--- src/rtl/core/coulomb_counter_autorange_macros.svh ---
// ----------------------------------------------------------------------------
// Coulomb counter assertion macros
// Shared concurrent assertion forms, clocked on clk and quiet during reset.
// ----------------------------------------------------------------------------
`ifndef COULOMB_COUNTER_AUTORANGE_MACROS_SVH
`define COULOMB_COUNTER_AUTORANGE_MACROS_SVH

// check a condition at every edge
`define CCA_ASSERT_ALWAYS(label, cond, msg) \
  label: assert property (@(posedge clk) disable iff (!rst_n) (cond)) else $error(msg);

// check a consequence in the same cycle
`define CCA_ASSERT_IMPLY(label, pre, post, msg) \
  label: assert property (@(posedge clk) disable iff (!rst_n) (pre) |-> (post)) else $error(msg);

`endif

--- src/rtl/core/cca_pkg.sv ---
// ----------------------------------------------------------------------------
// Coulomb counter package
// Widths, constants, codes and shared types of the coulomb counter.
// ----------------------------------------------------------------------------
`default_nettype none

package cca_pkg;

  localparam int OFFSET_W   = 10;
  localparam int GAIN_W     = 8;
  localparam int RAW_W      = 11;
  localparam int VALUE_W    = 17;
  localparam int MODE_W     = 2;
  localparam int CH_W       = 2;
  localparam int SAMP_W     = 16;
  localparam int CUR_W      = 16;
  localparam int SUM_W      = CUR_W + 2;
  localparam int INTEG_W    = 20;
  localparam int MAH_W      = 16;
  localparam int AH_W       = 16;
  localparam int SUB_W      = 10;
  localparam int CAP_W      = 13;
  localparam int CFG_IDX_W  = 3;
  localparam int CFG_DATA_W = 10;
  localparam int IN_DATA_W  = 32;

  localparam int DECIMATION      = 25;
  localparam int IDX_W           = $clog2(DECIMATION + 1);
  localparam int INTEG_THRESHOLD = 366601;
  localparam int SWITCH_LEVEL    = 470;
  localparam int HYSTERESIS      = 35;
  localparam int SUB_WRAP        = 1000;
  localparam int CAP_SCALE       = 10;

  localparam logic [IDX_W-1:0] DECIM_N = IDX_W'(DECIMATION);

  localparam logic [MODE_W-1:0] MODE_SAMPLE  = 2'd0;
  localparam logic [MODE_W-1:0] MODE_CLEAR   = 2'd1;
  localparam logic [MODE_W-1:0] MODE_SET_CAP = 2'd2;
  localparam logic [MODE_W-1:0] MODE_SET_DIS = 2'd3;

  localparam logic [CFG_IDX_W-1:0] REG_OFFSET_CH0 = 3'd0;
  localparam logic [CFG_IDX_W-1:0] REG_OFFSET_CH1 = 3'd1;
  localparam logic [CFG_IDX_W-1:0] REG_OFFSET_CH2 = 3'd2;
  localparam logic [CFG_IDX_W-1:0] REG_OFFSET_CH3 = 3'd3;
  localparam logic [CFG_IDX_W-1:0] REG_GAIN_CH0   = 3'd4;
  localparam logic [CFG_IDX_W-1:0] REG_GAIN_CH1   = 3'd5;
  localparam logic [CFG_IDX_W-1:0] REG_GAIN_CH2   = 3'd6;
  localparam logic [CFG_IDX_W-1:0] REG_GAIN_CH3   = 3'd7;

  localparam logic [CH_W-1:0] CH_CHG_FINE   = 2'd0;
  localparam logic [CH_W-1:0] CH_DIS_FINE   = 2'd1;
  localparam logic [CH_W-1:0] CH_CHG_COARSE = 2'd2;
  localparam logic [CH_W-1:0] CH_DIS_COARSE = 2'd3;

  typedef struct packed {
    logic [CH_W-1:0]  next_channel;
    logic             discharging;
    logic [MAH_W-1:0] mah;
    logic [AH_W-1:0]  total_discharge;
    logic [AH_W-1:0]  total_charge;
    logic [CUR_W-1:0] last_current;
  } snap_t;

  // packed from the top bit down; matches out_tdata
  typedef struct packed {
    logic [CUR_W-1:0] current_10ma;
    logic [AH_W-1:0]  total_charge_ah;
    logic [AH_W-1:0]  total_discharge_ah;
    logic [CAP_W-1:0] capacity_10mah;
    logic             discharging;
    logic [CH_W-1:0]  next_channel;
  } res_t;

endpackage

`default_nettype wire

--- src/rtl/core/cca_scale.sv ---
// ----------------------------------------------------------------------------
// Coulomb counter result scaling
// Turns a state snapshot into the reported capacity and current figures.
// ----------------------------------------------------------------------------
`default_nettype none

module cca_scale (
  input  wire cca_pkg::snap_t snap,
  output cca_pkg::res_t       res
);

  localparam int DIV10_RECIP  = 52429;
  localparam int DIV10_SHIFT  = 19;
  localparam int DIV25_RECIP  = 1311;
  localparam int DIV25_SHIFT  = 15;
  localparam int PRE_SHIFT    = 4;
  localparam int Q400_W       = 8;
  localparam int PRE_W        = cca_pkg::CUR_W - PRE_SHIFT;
  localparam int P25_W        = PRE_W + 11;

  function automatic logic [15:0] mag16(input logic [15:0] x);
    return x[15] ? (16'd0 - x) : x;
  endfunction

  function automatic logic [cca_pkg::CAP_W-1:0] div10(input logic [15:0] m);
    logic [31:0] p;
    p = {16'd0, m} * 32'(DIV10_RECIP);
    return p[DIV10_SHIFT +: cca_pkg::CAP_W];
  endfunction

  logic [15:0]               cap_mag;
  logic [cca_pkg::CAP_W-1:0] cap_q;
  logic [15:0]               cur_mag;
  logic [cca_pkg::CAP_W-1:0] cur_q10;
  logic [P25_W-1:0]          cur_p25;
  logic [Q400_W-1:0]         cur_q400;
  logic [cca_pkg::CAP_W-1:0] cur_diff;

  always_comb begin
    cap_mag  = mag16(snap.mah);
    cap_q    = div10(cap_mag);
    cur_mag  = mag16(snap.last_current);
    cur_q10  = div10(cur_mag);
    cur_p25  = P25_W'(cur_mag[15:PRE_SHIFT]) * P25_W'(DIV25_RECIP);
    cur_q400 = cur_p25[DIV25_SHIFT +: Q400_W];
    cur_diff = cur_q10 - cca_pkg::CAP_W'(cur_q400);

    res.next_channel       = snap.next_channel;
    res.discharging        = snap.discharging;
    res.total_discharge_ah = snap.total_discharge;
    res.total_charge_ah    = snap.total_charge;
    res.capacity_10mah     = snap.mah[15] ? (cca_pkg::CAP_W'(0) - cap_q) : cap_q;
    res.current_10ma       = snap.last_current[15] ?
                             (16'd0 - {3'b000, cur_diff}) : {3'b000, cur_diff};
  end

endmodule

`default_nettype wire

--- src/rtl/core/coulomb_counter_autorange.sv ---
// ----------------------------------------------------------------------------
// Coulomb counter with automatic shunt range
// Corrects ADC readings, decimates, integrates charge and picks the channel.
// ----------------------------------------------------------------------------
// Usage:
//   in_*  : one item per handshake; in_tuser is the mode (sample, clear
//           counter, set capacity, set total discharge), in_tdata the ADC
//           reading and the value operand.
//   out_* : exactly one result item per input item, in order: next channel,
//           direction, capacity, Ah totals and scaled current.
//   cfg_* : offset and gain writes, always ready; write only while idle.
// Throughput: one item per cycle unless out_tready stalls the output. The
//   corrected sample, decimation sum, integrator and channel choice all
//   settle combinationally from the input register, since each item needs
//   the channel the previous one chose.
// Pipeline: input register, state snapshot register, scaling into the output register.
// Reset: gains return to 1, offsets to 0, the counter state to zero (the coarse
//   flag starts set) with the first decimation block one sample short; output empty.
// Stall: a held result keeps its item; up to two more items sit in the
//   pipeline, then in_tready drops until out_tready returns.
// ----------------------------------------------------------------------------
`default_nettype none

`include "coulomb_counter_autorange_macros.svh"

module coulomb_counter_autorange (
  input  wire logic                             clk,
  input  wire logic                             rst_n,
  input  wire logic                             in_tvalid,
  output logic                                  in_tready,
  // [10:0] raw_sample, [27:11] value, [31:28] zero
  input  wire logic [cca_pkg::IN_DATA_W-1:0]    in_tdata,
  // [1:0] mode
  input  wire logic [cca_pkg::MODE_W-1:0]       in_tuser,
  output logic                                  out_tvalid,
  input  wire logic                             out_tready,
  // [1:0] next_channel, [2] discharging, [15:3] capacity_10mah,
  // [31:16] total_discharge_ah, [47:32] total_charge_ah, [63:48] current_10ma
  output logic [$bits(cca_pkg::res_t)-1:0]      out_tdata,
  input  wire logic                             cfg_valid,
  output logic                                  cfg_ready,
  input  wire logic [cca_pkg::CFG_IDX_W-1:0]    cfg_index,
  input  wire logic [cca_pkg::CFG_DATA_W-1:0]   cfg_data
);

  localparam int IW = cca_pkg::INTEG_W;
  localparam logic signed [IW:0] THR_POS = (IW+1)'(cca_pkg::INTEG_THRESHOLD);
  localparam logic signed [IW:0] THR_NEG = (IW+1)'(0) - THR_POS;
  localparam logic [cca_pkg::SAMP_W:0] LEVEL_LOW =
    (cca_pkg::SAMP_W+1)'(cca_pkg::SWITCH_LEVEL - cca_pkg::HYSTERESIS);
  localparam logic [cca_pkg::SAMP_W:0] LEVEL_HIGH =
    (cca_pkg::SAMP_W+1)'(cca_pkg::SWITCH_LEVEL + cca_pkg::HYSTERESIS);
  localparam logic [cca_pkg::SUB_W-1:0] SUB_N = cca_pkg::SUB_W'(cca_pkg::SUB_WRAP);

  // configuration
  logic [cca_pkg::OFFSET_W-1:0] offset_r [4];
  logic [cca_pkg::GAIN_W-1:0]   gain_r   [4];

  // pipeline
  logic                         in_valid_r;
  logic [cca_pkg::MODE_W-1:0]   in_mode_r;
  logic [cca_pkg::RAW_W-1:0]    in_raw_r;
  logic [cca_pkg::VALUE_W-1:0]  in_value_r;
  logic                         snap_valid_r;
  cca_pkg::snap_t               snap_r;
  cca_pkg::snap_t               snap_nxt;
  logic                         out_valid_r;
  cca_pkg::res_t                out_r;
  cca_pkg::res_t                res;
  logic                         out_free;
  logic                         snap_free;
  logic                         in_adv;
  logic                         snap_adv;

  // counter state
  logic [cca_pkg::CH_W-1:0]     sel_ch_r,  sel_ch_nxt;
  logic                         dir_r,     dir_nxt;
  logic                         coarse_r,  coarse_nxt;
  logic [cca_pkg::SUM_W-1:0]    dsum_r,    dsum_nxt;
  logic [cca_pkg::IDX_W-1:0]    didx_r,    didx_nxt;
  logic signed [IW-1:0]         integ_r,   integ_nxt;
  logic [cca_pkg::MAH_W-1:0]    mah_r,     mah_nxt;
  logic [cca_pkg::SUB_W-1:0]    dsub_r,    dsub_nxt;
  logic [cca_pkg::SUB_W-1:0]    csub_r,    csub_nxt;
  logic [cca_pkg::AH_W-1:0]     tdis_r,    tdis_nxt;
  logic [cca_pkg::AH_W-1:0]     tchg_r,    tchg_nxt;
  logic [cca_pkg::CUR_W-1:0]    cur_r,     cur_nxt;

  // sample path
  logic [cca_pkg::OFFSET_W-1:0] off_sel;
  logic [cca_pkg::GAIN_W-1:0]   gain_sel;
  logic signed [cca_pkg::RAW_W:0] diff;
  logic signed [cca_pkg::RAW_W+cca_pkg::GAIN_W+1:0] prod;
  logic signed [cca_pkg::SAMP_W-1:0] samp;
  logic [cca_pkg::SAMP_W:0]     mag;
  logic [cca_pkg::SUM_W-1:0]    sum_add;
  logic [cca_pkg::IDX_W-1:0]    idx_inc;
  logic signed [cca_pkg::CUR_W-1:0] cur16;
  logic signed [IW:0]           integ_sum;
  logic [cca_pkg::SUB_W-1:0]    csub_inc;
  logic [cca_pkg::SUB_W-1:0]    dsub_inc;

  assign cfg_ready = 1'b1;

  always_ff @(posedge clk) begin
    if (!rst_n) begin
      for (int i = 0; i < 4; i++) begin
        offset_r[i] <= '0;
        gain_r[i]   <= cca_pkg::GAIN_W'(1);
      end
    end else if (cfg_valid) begin
      case (cfg_index)
        cca_pkg::REG_OFFSET_CH0: offset_r[0] <= cfg_data;
        cca_pkg::REG_OFFSET_CH1: offset_r[1] <= cfg_data;
        cca_pkg::REG_OFFSET_CH2: offset_r[2] <= cfg_data;
        cca_pkg::REG_OFFSET_CH3: offset_r[3] <= cfg_data;
        cca_pkg::REG_GAIN_CH0:   gain_r[0]   <= cfg_data[cca_pkg::GAIN_W-1:0];
        cca_pkg::REG_GAIN_CH1:   gain_r[1]   <= cfg_data[cca_pkg::GAIN_W-1:0];
        cca_pkg::REG_GAIN_CH2:   gain_r[2]   <= cfg_data[cca_pkg::GAIN_W-1:0];
        cca_pkg::REG_GAIN_CH3:   gain_r[3]   <= cfg_data[cca_pkg::GAIN_W-1:0];
        default: ;
      endcase
    end
  end

  // flow control
  assign out_free  = !out_valid_r || out_tready;
  assign snap_free = !snap_valid_r || out_free;
  assign in_tready = !in_valid_r || snap_free;
  assign in_adv    = in_valid_r && snap_free;
  assign snap_adv  = snap_valid_r && out_free;

  always_comb begin
    off_sel   = offset_r[sel_ch_r];
    gain_sel  = gain_r[sel_ch_r];
    diff      = $signed({in_raw_r[cca_pkg::RAW_W-1], in_raw_r}) -
                $signed({2'b00, off_sel});
    prod      = diff * $signed({1'b0, gain_sel});
    samp      = prod[cca_pkg::SAMP_W-1:0];
    mag       = samp[cca_pkg::SAMP_W-1] ? ((cca_pkg::SAMP_W+1)'(0) - {1'b1, samp})
                                         : {1'b0, samp};
    sum_add   = dsum_r + cca_pkg::SUM_W'(samp);
    idx_inc   = didx_r + cca_pkg::IDX_W'(1);
    cur16     = sum_add[cca_pkg::SUM_W-1:2];
    integ_sum = $signed({integ_r[IW-1], integ_r}) + (IW+1)'(cur16);
    csub_inc  = csub_r + cca_pkg::SUB_W'(1);
    dsub_inc  = dsub_r + cca_pkg::SUB_W'(1);

    sel_ch_nxt = sel_ch_r;
    dir_nxt    = dir_r;
    coarse_nxt = coarse_r;
    dsum_nxt   = dsum_r;
    didx_nxt   = didx_r;
    integ_nxt  = integ_r;
    mah_nxt    = mah_r;
    dsub_nxt   = dsub_r;
    csub_nxt   = csub_r;
    tdis_nxt   = tdis_r;
    tchg_nxt   = tchg_r;
    cur_nxt    = cur_r;

    case (in_mode_r)
      cca_pkg::MODE_SAMPLE: begin
        if (samp > 0) begin
          dir_nxt = 1'b0;
        end else if (samp < 0) begin
          dir_nxt = 1'b1;
        end else begin
          dir_nxt = !dir_r;
        end

        if (idx_inc >= cca_pkg::DECIM_N) begin
          dsum_nxt = '0;
          didx_nxt = '0;
          cur_nxt  = cur16;
          if (integ_sum >= THR_POS) begin
            integ_nxt = IW'(integ_sum - THR_POS);
            mah_nxt   = mah_r + cca_pkg::MAH_W'(1);
            if (csub_inc >= SUB_N) begin
              csub_nxt = '0;
              tchg_nxt = tchg_r + cca_pkg::AH_W'(1);
            end else begin
              csub_nxt = csub_inc;
            end
          end else if (integ_sum <= THR_NEG) begin
            integ_nxt = IW'(integ_sum + THR_POS);
            mah_nxt   = mah_r - cca_pkg::MAH_W'(1);
            if (dsub_inc >= SUB_N) begin
              dsub_nxt = '0;
              tdis_nxt = tdis_r + cca_pkg::AH_W'(1);
            end else begin
              dsub_nxt = dsub_inc;
            end
          end else begin
            integ_nxt = IW'(integ_sum);
          end
        end else begin
          dsum_nxt = sum_add;
          didx_nxt = idx_inc;
        end

        if (mag < (coarse_r ? LEVEL_LOW : LEVEL_HIGH)) begin
          coarse_nxt = 1'b0;
          sel_ch_nxt = dir_nxt ? cca_pkg::CH_DIS_FINE : cca_pkg::CH_CHG_FINE;
        end else begin
          coarse_nxt = 1'b1;
          sel_ch_nxt = dir_nxt ? cca_pkg::CH_DIS_COARSE : cca_pkg::CH_CHG_COARSE;
        end
      end
      cca_pkg::MODE_CLEAR: begin
        mah_nxt = '0;
      end
      cca_pkg::MODE_SET_CAP: begin
        mah_nxt = in_value_r[cca_pkg::MAH_W-1:0] * cca_pkg::MAH_W'(cca_pkg::CAP_SCALE);
      end
      cca_pkg::MODE_SET_DIS: begin
        tdis_nxt = in_value_r[cca_pkg::AH_W-1:0];
      end
      default: ;
    endcase

    snap_nxt.next_channel    = sel_ch_nxt;
    snap_nxt.discharging     = dir_nxt;
    snap_nxt.mah             = mah_nxt;
    snap_nxt.total_discharge = tdis_nxt;
    snap_nxt.total_charge    = tchg_nxt;
    snap_nxt.last_current    = cur_nxt;
  end

  cca_scale u_scale (
    .snap (snap_r),
    .res  (res)
  );

  always_ff @(posedge clk) begin
    if (!rst_n) begin
      in_valid_r   <= 1'b0;
      snap_valid_r <= 1'b0;
      out_valid_r  <= 1'b0;
      sel_ch_r     <= cca_pkg::CH_CHG_FINE;
      dir_r        <= 1'b0;
      coarse_r     <= 1'b1;
      dsum_r       <= '0;
      didx_r       <= cca_pkg::IDX_W'(1);
      integ_r      <= '0;
      mah_r        <= '0;
      dsub_r       <= '0;
      csub_r       <= '0;
      tdis_r       <= '0;
      tchg_r       <= '0;
      cur_r        <= '0;
    end else begin
      if (in_tready) begin
        in_valid_r <= in_tvalid;
      end
      if (snap_free) begin
        snap_valid_r <= in_valid_r;
      end
      if (out_free) begin
        out_valid_r <= snap_valid_r;
      end
      if (in_adv) begin
        sel_ch_r <= sel_ch_nxt;
        dir_r    <= dir_nxt;
        coarse_r <= coarse_nxt;
        dsum_r   <= dsum_nxt;
        didx_r   <= didx_nxt;
        integ_r  <= integ_nxt;
        mah_r    <= mah_nxt;
        dsub_r   <= dsub_nxt;
        csub_r   <= csub_nxt;
        tdis_r   <= tdis_nxt;
        tchg_r   <= tchg_nxt;
        cur_r    <= cur_nxt;
      end
    end
  end

  always_ff @(posedge clk) begin
    if (in_tvalid && in_tready) begin
      in_mode_r  <= in_tuser;
      in_raw_r   <= in_tdata[cca_pkg::RAW_W-1:0];
      in_value_r <= in_tdata[cca_pkg::RAW_W +: cca_pkg::VALUE_W];
    end
    if (in_adv) begin
      snap_r <= snap_nxt;
    end
    if (snap_adv) begin
      out_r <= res;
    end
  end

  assign out_tvalid = out_valid_r;
  assign out_tdata  = out_r;

  `CCA_ASSERT_IMPLY(a_ready_when_out_empty, !out_valid_r, in_tready, "input stalled with empty output")
  `CCA_ASSERT_ALWAYS(a_integ_in_band, (integ_r < THR_POS) && (integ_r > THR_NEG), "integrator out of band")
  `CCA_ASSERT_ALWAYS(a_decim_index, didx_r < cca_pkg::DECIM_N, "decimation index overran")
  `CCA_ASSERT_ALWAYS(a_sub_counts, (csub_r < SUB_N) && (dsub_r < SUB_N), "sub-counter overran")

endmodule

`default_nettype wire

--- config.mk ---
export PLATFORM = sky130hd
export DESIGN_NAME = coulomb_counter_autorange
export DESIGN_NICKNAME = d
export VERILOG_FILES = /design/src/rtl/core/cca_pkg.sv /design/src/rtl/core/cca_scale.sv /design/src/rtl/core/coulomb_counter_autorange.sv
export VERILOG_INCLUDE_DIRS = /design/src /design/src/rtl/core
export SDC_FILE = /design/constraint.sdc
export NUM_CORES = 2
export LEC_CHECK = 0
export BUFFER_PORTS_ARGS = -buffer_cell sky130_fd_sc_hd__buf_2
export CORE_MARGIN = 5
export CORE_UTILIZATION = 31
export CTS_CLUSTER_SIZE = 24
export DETAILED_ROUTE_END_ITERATION = 8
export SLEW_MARGIN = 20
export SYNTH_ARGS = -nofsm -noshare
export SYNTH_HDL_FRONTEND = slang
export SYNTH_SLANG_ARGS = --single-unit
--- constraint.sdc ---
create_clock -name clk -period 12.85 [get_ports clk]
set_input_delay 1.285 -clock clk [delete_from_list [all_inputs] [get_ports clk]]
set_output_delay 1.285 -clock clk [all_outputs]
set_load 0.02 [all_outputs]
Word-level counts from Yosys, hierarchy flattened
Memories as Yosys holds them, arrays and structs flattened. A register that Yosys moved wholly into a read port is not among the register bits.
Cells that the tools add are included.
{"block": "classes", "magnitude_cmp": 8, "n_reduce_logical": 16, "eq_ne": 10, "mul": 5, "addsub": 18, "bitwise_logic": 9, "n_mux": 81}
{"cell": "2-to-1 mux 16 bit", "n": 15}
{"cell": "multiplier 16 x 16 -> 32 bit, second input constant", "n": 2}
{"cell": "2-to-1 mux 10 bit", "n": 6}
{"cell": "adder 16 x 1 -> 16 bit, second input constant", "n": 3}
{"cell": "case mux 16 bit (3 select lines)", "n": 1}
{"cell": "2-to-1 mux 1 bit", "n": 40}
{"cell": "2-to-1 mux 20 bit", "n": 2}
{"cell": "2-to-1 mux 8 bit", "n": 4}
{"cell": "case mux 16 bit (2 select lines)", "n": 1}
{"cell": "subtractor 1 x 16 -> 16 bit, first input constant", "n": 2}
{"cell": "2-to-1 mux 13 bit", "n": 2}
{"cell": "multiplier 12 x 11 -> 23 bit, second input constant", "n": 1}
{"cell": "adder 20 x 16 -> 21 bit", "n": 1}
{"cell": "greater-or-equal comparator 21 x 20 -> 1 bit, second input constant", "n": 1}
{"cell": "<= comparator 21 x 20 -> 1 bit, second input constant", "n": 1}
{"cell": "adder 10 x 1 -> 10 bit, second input constant", "n": 2}
{"cell": "adder 20 bit, second input constant", "n": 1}
{"cell": "greater-or-equal comparator 10 bit, second input constant", "n": 2}
{"cell": "subtractor 20 bit, second input constant", "n": 1}
{"cell": "adder 18 bit", "n": 1}
{"cell": "2-to-1 mux 18 bit", "n": 1}
{"cell": "< comparator 17 x 9 -> 1 bit", "n": 1}
{"cell": "2-to-1 mux 17 bit", "n": 1}
{"cell": "subtractor 1 x 17 -> 17 bit, first input constant", "n": 1}
{"cell": "30 further kinds", "n": 54}
{"block": "word_totals", "regBits": 292, "ram_bits": 72, "wordCells": 180, "mem_count": 2}
{"name": "offset_r", "depth": 4, "width": 10, "rd": 1, "rd_ports_with_merged_regs": 1, "write_ports": 4, "line": "coulomb_counter_autorange.sv:56", "source": "logic [cca_pkg::OFFSET_W-1:0] offset_r [4];"}
{"name": "gain_r", "depth": 4, "width": 8, "rd": 1, "rd_ports_with_merged_regs": 1, "write_ports": 4, "line": "coulomb_counter_autorange.sv:57", "source": "logic [cca_pkg::GAIN_W-1:0] gain_r [4];"}

Logic depth before layout (Yosys ltp)
{"block": "depth", "ltp_word": 11, "depth_mapped": 52, "depth_no_buf": 47}

By module
A second synthesis with hierarchy kept.
{"block": "hier_totals", "hier_cells": 3909, "hier_area_um2": 36909.1}
{"module": "coulomb_counter_autorange", "cells_each": 2433, "instances": 1, "area_each_um2": 23458.7, "seq_area_each_um2": 9689.3}
{"module": "cca_scale", "cells_each": 1476, "instances": 1, "area_each_um2": 13450.4, "seq_area_each_um2": 0.0}

Worst setup path before layout
No wires, ideal clock.
{"block": "synth_timing", "path_kind": "reg2reg", "startpoint": "reg (tool-made name)", "endpoint": "reg snap_r[63] in the netlist's numbering (data pin)", "t_arrival_ns": 12.117, "period_less_slack_ns": 12.269, "setup_slack_ns": 0.581, "required_ns": 12.698, "path_buffers": 4, "path_stages_with_launch": 47, "path_cell_list": "dfxtp_1 -> clkbuf_1 -> buf_1 -> clkbuf_1 -> mux4_2 -> ha_1 -> fa_1 -> nor2b_1 -> o2111ai_1 -> a41o_1 -> nand3_1 -> o41ai_1 -> nor3_1 -> nand2_1 -> fa_1 -> inv_1 -> fa_1 -> fa_1 -> [11 not listed] -> ha_1 -> nand2_1 -> o21ai_0 -> xor2_1 -> xnor2_1 -> inv_1 -> ha_1 -> nand3_1 -> or3_1 -> nand2_1 -> mux2i_1 -> nor3b_1 -> a311oi_4 -> nor2_2 -> or4_1 -> a2bb2oi_1 -> o32a_1 -> o22ai_1"}
{"element": "to (signal assigned)", "line": "coulomb_counter_autorange.sv:286", "source": "snap_r <= snap_nxt;"}
{"element": "to (decl)", "line": "coulomb_counter_autorange.sv:65", "source": "cca_pkg::snap_t snap_r;"}

==> flow_metrics.tcl <==
set metrics [dict create \
    cts_tree "yes" \
    routed_wl_um 82800 \
    num_antenna_cells 0 \
    synth_area_um2 35000 \
    core_um2 112000 \
    min_period_over_period 0.937 \
    wl_per_cell_um 15.7 \
    fp.dieArea_um2 120000 \
    grt_first_pass_wirelength_um 136000 \
    antenna_found_initial 1 \
    cts_hold_buf 0 \
    die_h_um 346 \
    synth_ff_type "edfxtp_1" \
    relSlewSlack 0.236 \
    grt_pass1_vias 25798 \
    synth-edff-count 230 \
    overflow 0 \
    synth_fa_ha_area_frac 0.324 \
    grtUsageTotal 0.136 \
    hold_ws_ns 0.414 \
    fp.dieW_um 346 \
    slowest_stage "fa_1" \
    critPathBufInv 8 \
    startpoint_type "register" \
    syn_avg_cell_area_um2 9.61 \
    synth_compound_area_frac 0.123 \
    synth_async_sr_flop_share 0 \
    drt_iter0_drc 1494 \
    via_per_inst 4.87 \
    finalClockSkew_ns 0.0301 \
    netlist_instances 3639 \
    clock_latency_ns 0.61 \
    synth_cell_types 105 \
    std_cell_rows 123 \
    drc 0 \
    dp_slack_ns 0.272 \
    nets 4539 \
    synthToLayoutAreaGrowth_pct 11.4 \
    path_max_fanout 23 \
    num_io_pins 119 \
    crit_family "adder cells" \
    drt.antenna.violating_nets 0 \
    hold_viol_final 0 \
    routed-via-count 25733 \
    drtPass1Iterations 6 \
    setup_viol 0 \
    syn_nets 4434 \
    initial_utilization 0.311 \
    reg2reg_slack_ns 0.81 \
    critPathKind "register to register" \
    drive_above_1_share 0.0810 \
    synth_top_family_by_area "adder cells" \
    slew_viol_final 0 \
    fmax_mhz 83.1 \
    required_ns 13.25 \
    synthMuxAreaShare 0.0157 \
    utilization 0.347 \
    maxCapViolCount 0 \
    cts_buffer_depth 3 \
    cts.reportedPaths.clkPinSlew_ns 0.06 \
    hpwl_um 64300 \
    setup_ws_ns 0.813 \
    final_area_um2 39000 \
    ys_seq_area_frac 0.275 \
    portBuffers 112 \
    tightest_slew_ns 1.14 \
    cts.sinks 366 \
    numCtsBuffers 43 \
    synthXorXnorAreaFrac 0.0582 \
    place_area_um2 37400 \
    htreeDepth 2 \
    cp_slowest_stage_delay_ns 0.56 \
    cp.arrival_ns 12.44 \
    synth.yosys.warnings 0 \
    hp-class "register to register" \
    finalCriticalPeriod_ns 12.04 \
    yosys.area_share.simple 0.140 \
    root_buffer "clkbuf_16" \
    outcome "completed" \
    synth-seq-cells 366 \
    grt_max_degree 60 \
    endpoint_kind "register" \
    gp_congestion 0.876 \
]
path summary, 6_finish.rpt:
path / cells after the start / from / to
max: 45 / register / snap_r[57]$_DFFE_PP_
min: 0 / snap_r[45]$_DFFE_PP_ / out_tdata[29]$_DFFE_PP_
max reg2reg: 45 / register / snap_r[57]$_DFFE_PP_
min reg2reg: 0 / snap_r[45]$_DFFE_PP_ / out_tdata[29]$_DFFE_PP_
cell families after synthesis:
logic type | after synthesis
adders and majority gates | 743
DFF | 366
and+or+nand+nor | 1017
other | 1
xor gates and xnor gates | 231
AOI/OAI and AO/OA | 657
muxes | 37
buffers and inverters | 587
routing by layer:
layer,up-vias,track usage,share of wire
li1,12794,-,-
met1,12358,0.190,0.48
met2,471,0.225,0.46
met3,110,0.0194,0.044
met4,0,0.0325,0.021
met5,-,0,0
cell usage after synthesis, types with 23 or more instances:
master | n | area (um^2)
nand2b_1 | 35 | 219
nor2b_1 | 23 | 144
nor2_1 | 259 | 972
a21o_1 | 35 | 263
nor3_1 | 76 | 380
o21ai_0 | 153 | 766
a21oi_1 | 167 | 836
xor2_1 | 75 | 657
nand2_1 | 308 | 1160
fa_1 | 269 | 5390
edfxtp_1 | 230 | 6910
ha_1 | 474 | 5930
and2_1 | 76 | 475
or3_1 | 28 | 175
o21a_1 | 31 | 233
inv_1 | 477 | 1790
dfxtp_1 | 136 | 2720
nand3_1 | 79 | 395
and3_1 | 30 | 188
xnor2_1 | 155 | 1360
clkbuf_1 | 89 | 334
o211ai_1 | 23 | 173
cell type report:
class	instances	area, um^2
timing repair buffer	167	986
clock buffer	56	1140
tap	1500	1880
sequential	366	9630
inverter	479	1800
multi-input combinational	2687	23200
fill	11499	73400
clock inverter	24	340
layout by cell type, fill, tap and decap left out, drive strengths merged, types with 15 or more instances in the layout:
master    n
o21a     31
or4      15
nand2   310
o21ai   168
clkinv   15
nor2b    23
xnor2   155
fa      269
inv     480
nand2b   36
and2     78
xor2     75
o21bai   19
a31oi    19
nand4    15
dfxtp   136
edfxtp  230
o211ai   23
clkbuf   56
nor2    261
nor3     78
a211oi   23
nor4     16
nand3    79
buf     167
a21oi   168
and3     30
a22oi    22
or3      28
a21o     35
ha      474
o31ai    19
registers in the layout, summed over array words and instances, names as in the netlist, 10 cells and up, named ones only:
name	cells
csub_r	10
dsub_r	10
offset_r	40
tdis_r	16
out_tdata	62
cur_r	16
gain_r	32
dsum_r	18
integ_r	20
snap_r	67
mah_r	16
in_raw_r	11
tchg_r	16
in_value_r	16
timing repair:
item	4_1_cts	5_1_grt
resized for setup	0	7
setup buffers	0	9
endpoints found under the setup margin	0	97
worst register-to-register path: cells and delay by family (launching register included):
kind | cells | cell delay [ns]
fa+ha+maj | 8 | 3.42
compound gates | 14 | 2.75
simple gates | 10 | 2.55
xor+xnor | 3 | 1.13
buf+inv | 8 | 0.93
mux | 2 | 0.60
flops | 1 | 0.43
stage by stage:
| step | setup TNS [ns] | std cells |
|---|---|---|
| after CTS | 0 | 5269 |
| after detailed placement | 0 | 5189 |
| after global placement | 0 | 5189 |
| after floorplan | 0 | 3639 |
| after global routing | -0.0230 | 5279 |
| final | 0 | 5279 |
Power is left out: the tool's default activity adds up to more than one toggle a clock period on the data nets, which glitch-free logic cannot reach.
